[src/hw/rtl/tspc_ram.sv]
// generic simple dual-port ram with registered read
module tspc_ram #(
    parameter int WIDTH = 8,
    parameter int DEPTH = 256
) (
    input  logic                     clk,
    input  logic                     we,
    input  logic [$clog2(DEPTH)-1:0] waddr,
    input  logic [WIDTH-1:0]         wdata,
    input  logic                     re,
    input  logic [$clog2(DEPTH)-1:0] raddr,
    output logic [WIDTH-1:0]         rdata
);

    logic [WIDTH-1:0] mem [DEPTH];
    logic [WIDTH-1:0] rdata_reg;

    always_ff @(posedge clk)
    begin
        if (we)
        begin
            mem[waddr] <= wdata;
        end
        if (re)
        begin
            rdata_reg <= mem[raddr];
        end
    end

    assign rdata = rdata_reg;

endmodule

[config.mk]
export PLATFORM = sky130hd
export DESIGN_NAME = tspc_ram
export DESIGN_NICKNAME = d
export VERILOG_FILES = /design/src/hw/rtl/tspc_ram.sv
export SDC_FILE = /design/constraint.sdc
export NUM_CORES = 2
export LEC_CHECK = 0
export BUFFER_PORTS_ARGS = -buffer_cell sky130_fd_sc_hd__buf_2
export CAP_MARGIN = 20
export CORE_MARGIN = 3
export CORE_UTILIZATION = 48
export CTS_CLUSTER_SIZE = 14
export DETAILED_ROUTE_END_ITERATION = 10
export PLACE_DENSITY = 0.65
export SKIP_CTS_REPAIR_TIMING = 1
export SLEW_MARGIN = 15
export SYNTH_ARGS = -nofsm -noshare
export SYNTH_HDL_FRONTEND = slang
export SYNTH_SLANG_ARGS = --single-unit
[constraint.sdc]
create_clock -name clk -period 2.53 [get_ports clk]
set_input_delay 0.506 -clock clk [delete_from_list [all_inputs] [get_ports clk]]
set_output_delay 0.506 -clock clk [all_outputs]
set_load 0.005 [all_outputs]
==> results.txt <==
DIE AREA - 171,000 um2
Syn Nets - 3,760
Register bit count reported by yosys - 2,056
Fillers - 11,868
Clock share of power - 40.5%
Slew headroom - 46.4%
Pwr Density - 741 nW/um2
Final GP Congestion - 0.870
Top FF cell, synth - edfxtp_1
Failing checks - setup timing
Fmax achieved - 394 MHz
Bufs on Longest Clock Path - 3
Synth cell count leaders - 2,056 x edfxtp_1, 454 x mux4_2, 282 x nor2_1
Fin. max-slew vios - 0
Number of global-route vias before repair - 41,562
H-tree depth reported by CTS - 4
Via count - 41,407
Final worst path period share - 100%
DRC viols - 0
Placed cells - 6,477
Fin crit period - 2.54 ns
Worst Setup End Kind - register
CP arrival - 3.08 ns
Design area - 94,400 um2
Synth Instances - 3,733
Final setup vio count - 1
Place WS - -1.12 ns
Crit path kind - register to register
Clock skew - 0.0252 ns
# port buffers - 34
Biggest area consumer among synthesized cells - edfxtp_1
CTS Sinks - 2,056
Final Util - 57.6%
Hold_ws - 0.0757 ns
Via density - 6.05
Worst-Skew Late Latency - 0.82 ns
Final ANT Viol Nets - 0
Die H - 413 um
Grt ovf - 0
Hpwl dp - 131,000 um
Mean Syn Cell Area - 21.3 um2
Final net count - 4,528
Outcome - complete, but fails checks
Total Routed Length - 199,000 um
Share of layout cells above drive strength 1 - 33.8%
Hold Path Class - primary input to register
Initial DRT Pass Iterations - 5
WL/cell - 29.1 um
Peak VDD IR - 0.000743 V
DIE WIDTH - 413 um
Mapped cell area - 79,600 um2
Largest register FFs - 2,048
Post-DP Area - 88,000 um2
Internal Dissipation - 0.0550 W
Static leakage - 30.8 nW
DRT iter0 DRCs - 5,231
Seq/Total Area, Yosys - 77.5%
Post-Layout Cell Count - 6,846
Final hold violations - 0
Yosys warning count - 0
Worst-path fanout max - 1
Sequential share of power - 53.8%
Synth top area cells - edfxtp_1 78%, mux4_2 13%, mux2i_1 1.7%
Net Sw Frac - 21.4%
Worst Tran Pin Value - 0.804 ns
Ys async rst share - 0%
Initial antenna violation count - 7
Num ports - 35
Share of the synthesized area in the top cell type - 77.5%
CTS clk-pin slew, worst paths - 0.06 ns
Critical Path RT - 3.07 ns
Count leader, synth - edfxtp_1
Psw - 0.0150 W
CTS tree - done
Distinct cells, synth - 54
Initial core utilization - 48.6%
CTS buffer count - 196
First-pass GRT wire length - 290,000 um
Row cnt - 148
Final Worst Setup Slack - -0.00834 ns
Clk root buf - clkbuf_16
Largest net degree at the start of global routing - 101
Area growth syn-to-layout - 18.6%
Number of enable flip-flop cells after synthesis - 2,056
Comb power frac - 5.7%
Core area - 164,000 um2
Max Cap Viol - 0
Total track usage - 23.6%
Crit start category - register
## placed cells by master, fill, tap and decap left out, drive strengths merged, types with 9 or more instances in the layout
cell    Yosys  layout
clkbuf    111     236
nor3       22      22
nand2      33      33
nand4      10      10
nor4       27      27
nor2b      31      31
o22ai      28      28
nor2      282     282
edfxtp   2056    2056
o211ai     10      10
a22oi     133     133
mux2i     134     134
o21ai      12      12
buf       122     802
mux4      456     456
o221ai     47      47
inv         1       9
nand3      34      34
bufinv      0      13
a221oi     14      14
a21oi      96      96
clkinv      1     102
a211oi     16      16
## power groups by stage
stage | clock network [W] | logic [W] | registers [W]
2_1_floorplan | 0 | 0.00183 | 0.0383
3_3_place_gp | 0 | 0.00393 | 0.0383
3_5_place_dp | 0 | 0.00399 | 0.0383
4_1_cts | 0.0287 | 0.00400 | 0.0376
5_1_grt | 0.0301 | 0.00423 | 0.0376
6_report | 0.0283 | 0.00402 | 0.0376
## critical path, stage by stage, from the launching register on
cell and delay, ns:
edfxtp_1 0.38, mux4_2 0.48, mux4_2 0.50, nor2b_1 0.20, nor4_2 0.57, nor4_1 0.15
## logic make-up (layout without fill, tap and decap cells)
group / count (synthesis) / in the layout / share of synthesized area, %
buffers and inverters: 235 / 1169 / 1.83
DFF: 2056 / 2056 / 77.5
other: 0 / 4 / 0
and+or+nand+nor: 466 / 466 / 2.63
muxes: 591 / 591 / 14.6
AOI/OAI and AO/OA: 385 / 385 / 3.42
## final timing paths
| kind | end | from | slack [ns] | cells past startpoint |
|---|---|---|---|---|
| hold reg to reg | rdata[6]$_DFFE_PP_ | mem[46][6]$_DFFE_PP_ | 1.25 | 6 |
| setup reg to reg | rdata[1]$_DFFE_PP_ | mem[87][1]$_DFFE_PP_ | -0.008 | 5 |
| hold / removal | mem[144][3]$_DFFE_PP_ | wdata[3] | 0.08 | 1 |
| setup / recovery | rdata[1]$_DFFE_PP_ | mem[87][1]$_DFFE_PP_ | -0.008 | 5 |
## routing by layer
metal | GRT usage (%) | part of all wire (%) | vias up
li1 | - | - | 17250
met1 | 35.1 | 41 | 21779
met2 | 35.5 | 46 | 2037
met3 | 4.40 | 9.2 | 339
met4 | 7.92 | 3.4 | 2
met5 | 0 | 0.0065 | -
## layout make-up
type	instances	area, um2	share of cell area, %
Clock inverter	128	1100	1.16
Antenna cell	4	10.0	0.0106
Multi-Input combinational cell	1442	16600	17.6
Tap cell	2175	2720	2.88
Clock buffer	236	5100	5.40
Sequential cell	2056	61700	65.4
Inverter	2	7.51	0.00795
Timing Repair Buffer	803	7110	7.53
## stage by stage
step / setup TNS (ns) / total power, W
2_1_floorplan: 0 / 0.0401
3_3_place_gp: -7.10 / 0.0423
3_5_place_dp: -7.23 / 0.0423
4_1_cts: -0.916 / 0.0703
5_1_grt: -0.118 / 0.0719
6_report: -0.00834 / 0.0699
No activity file was read; power rests on OpenSTA's default activity.
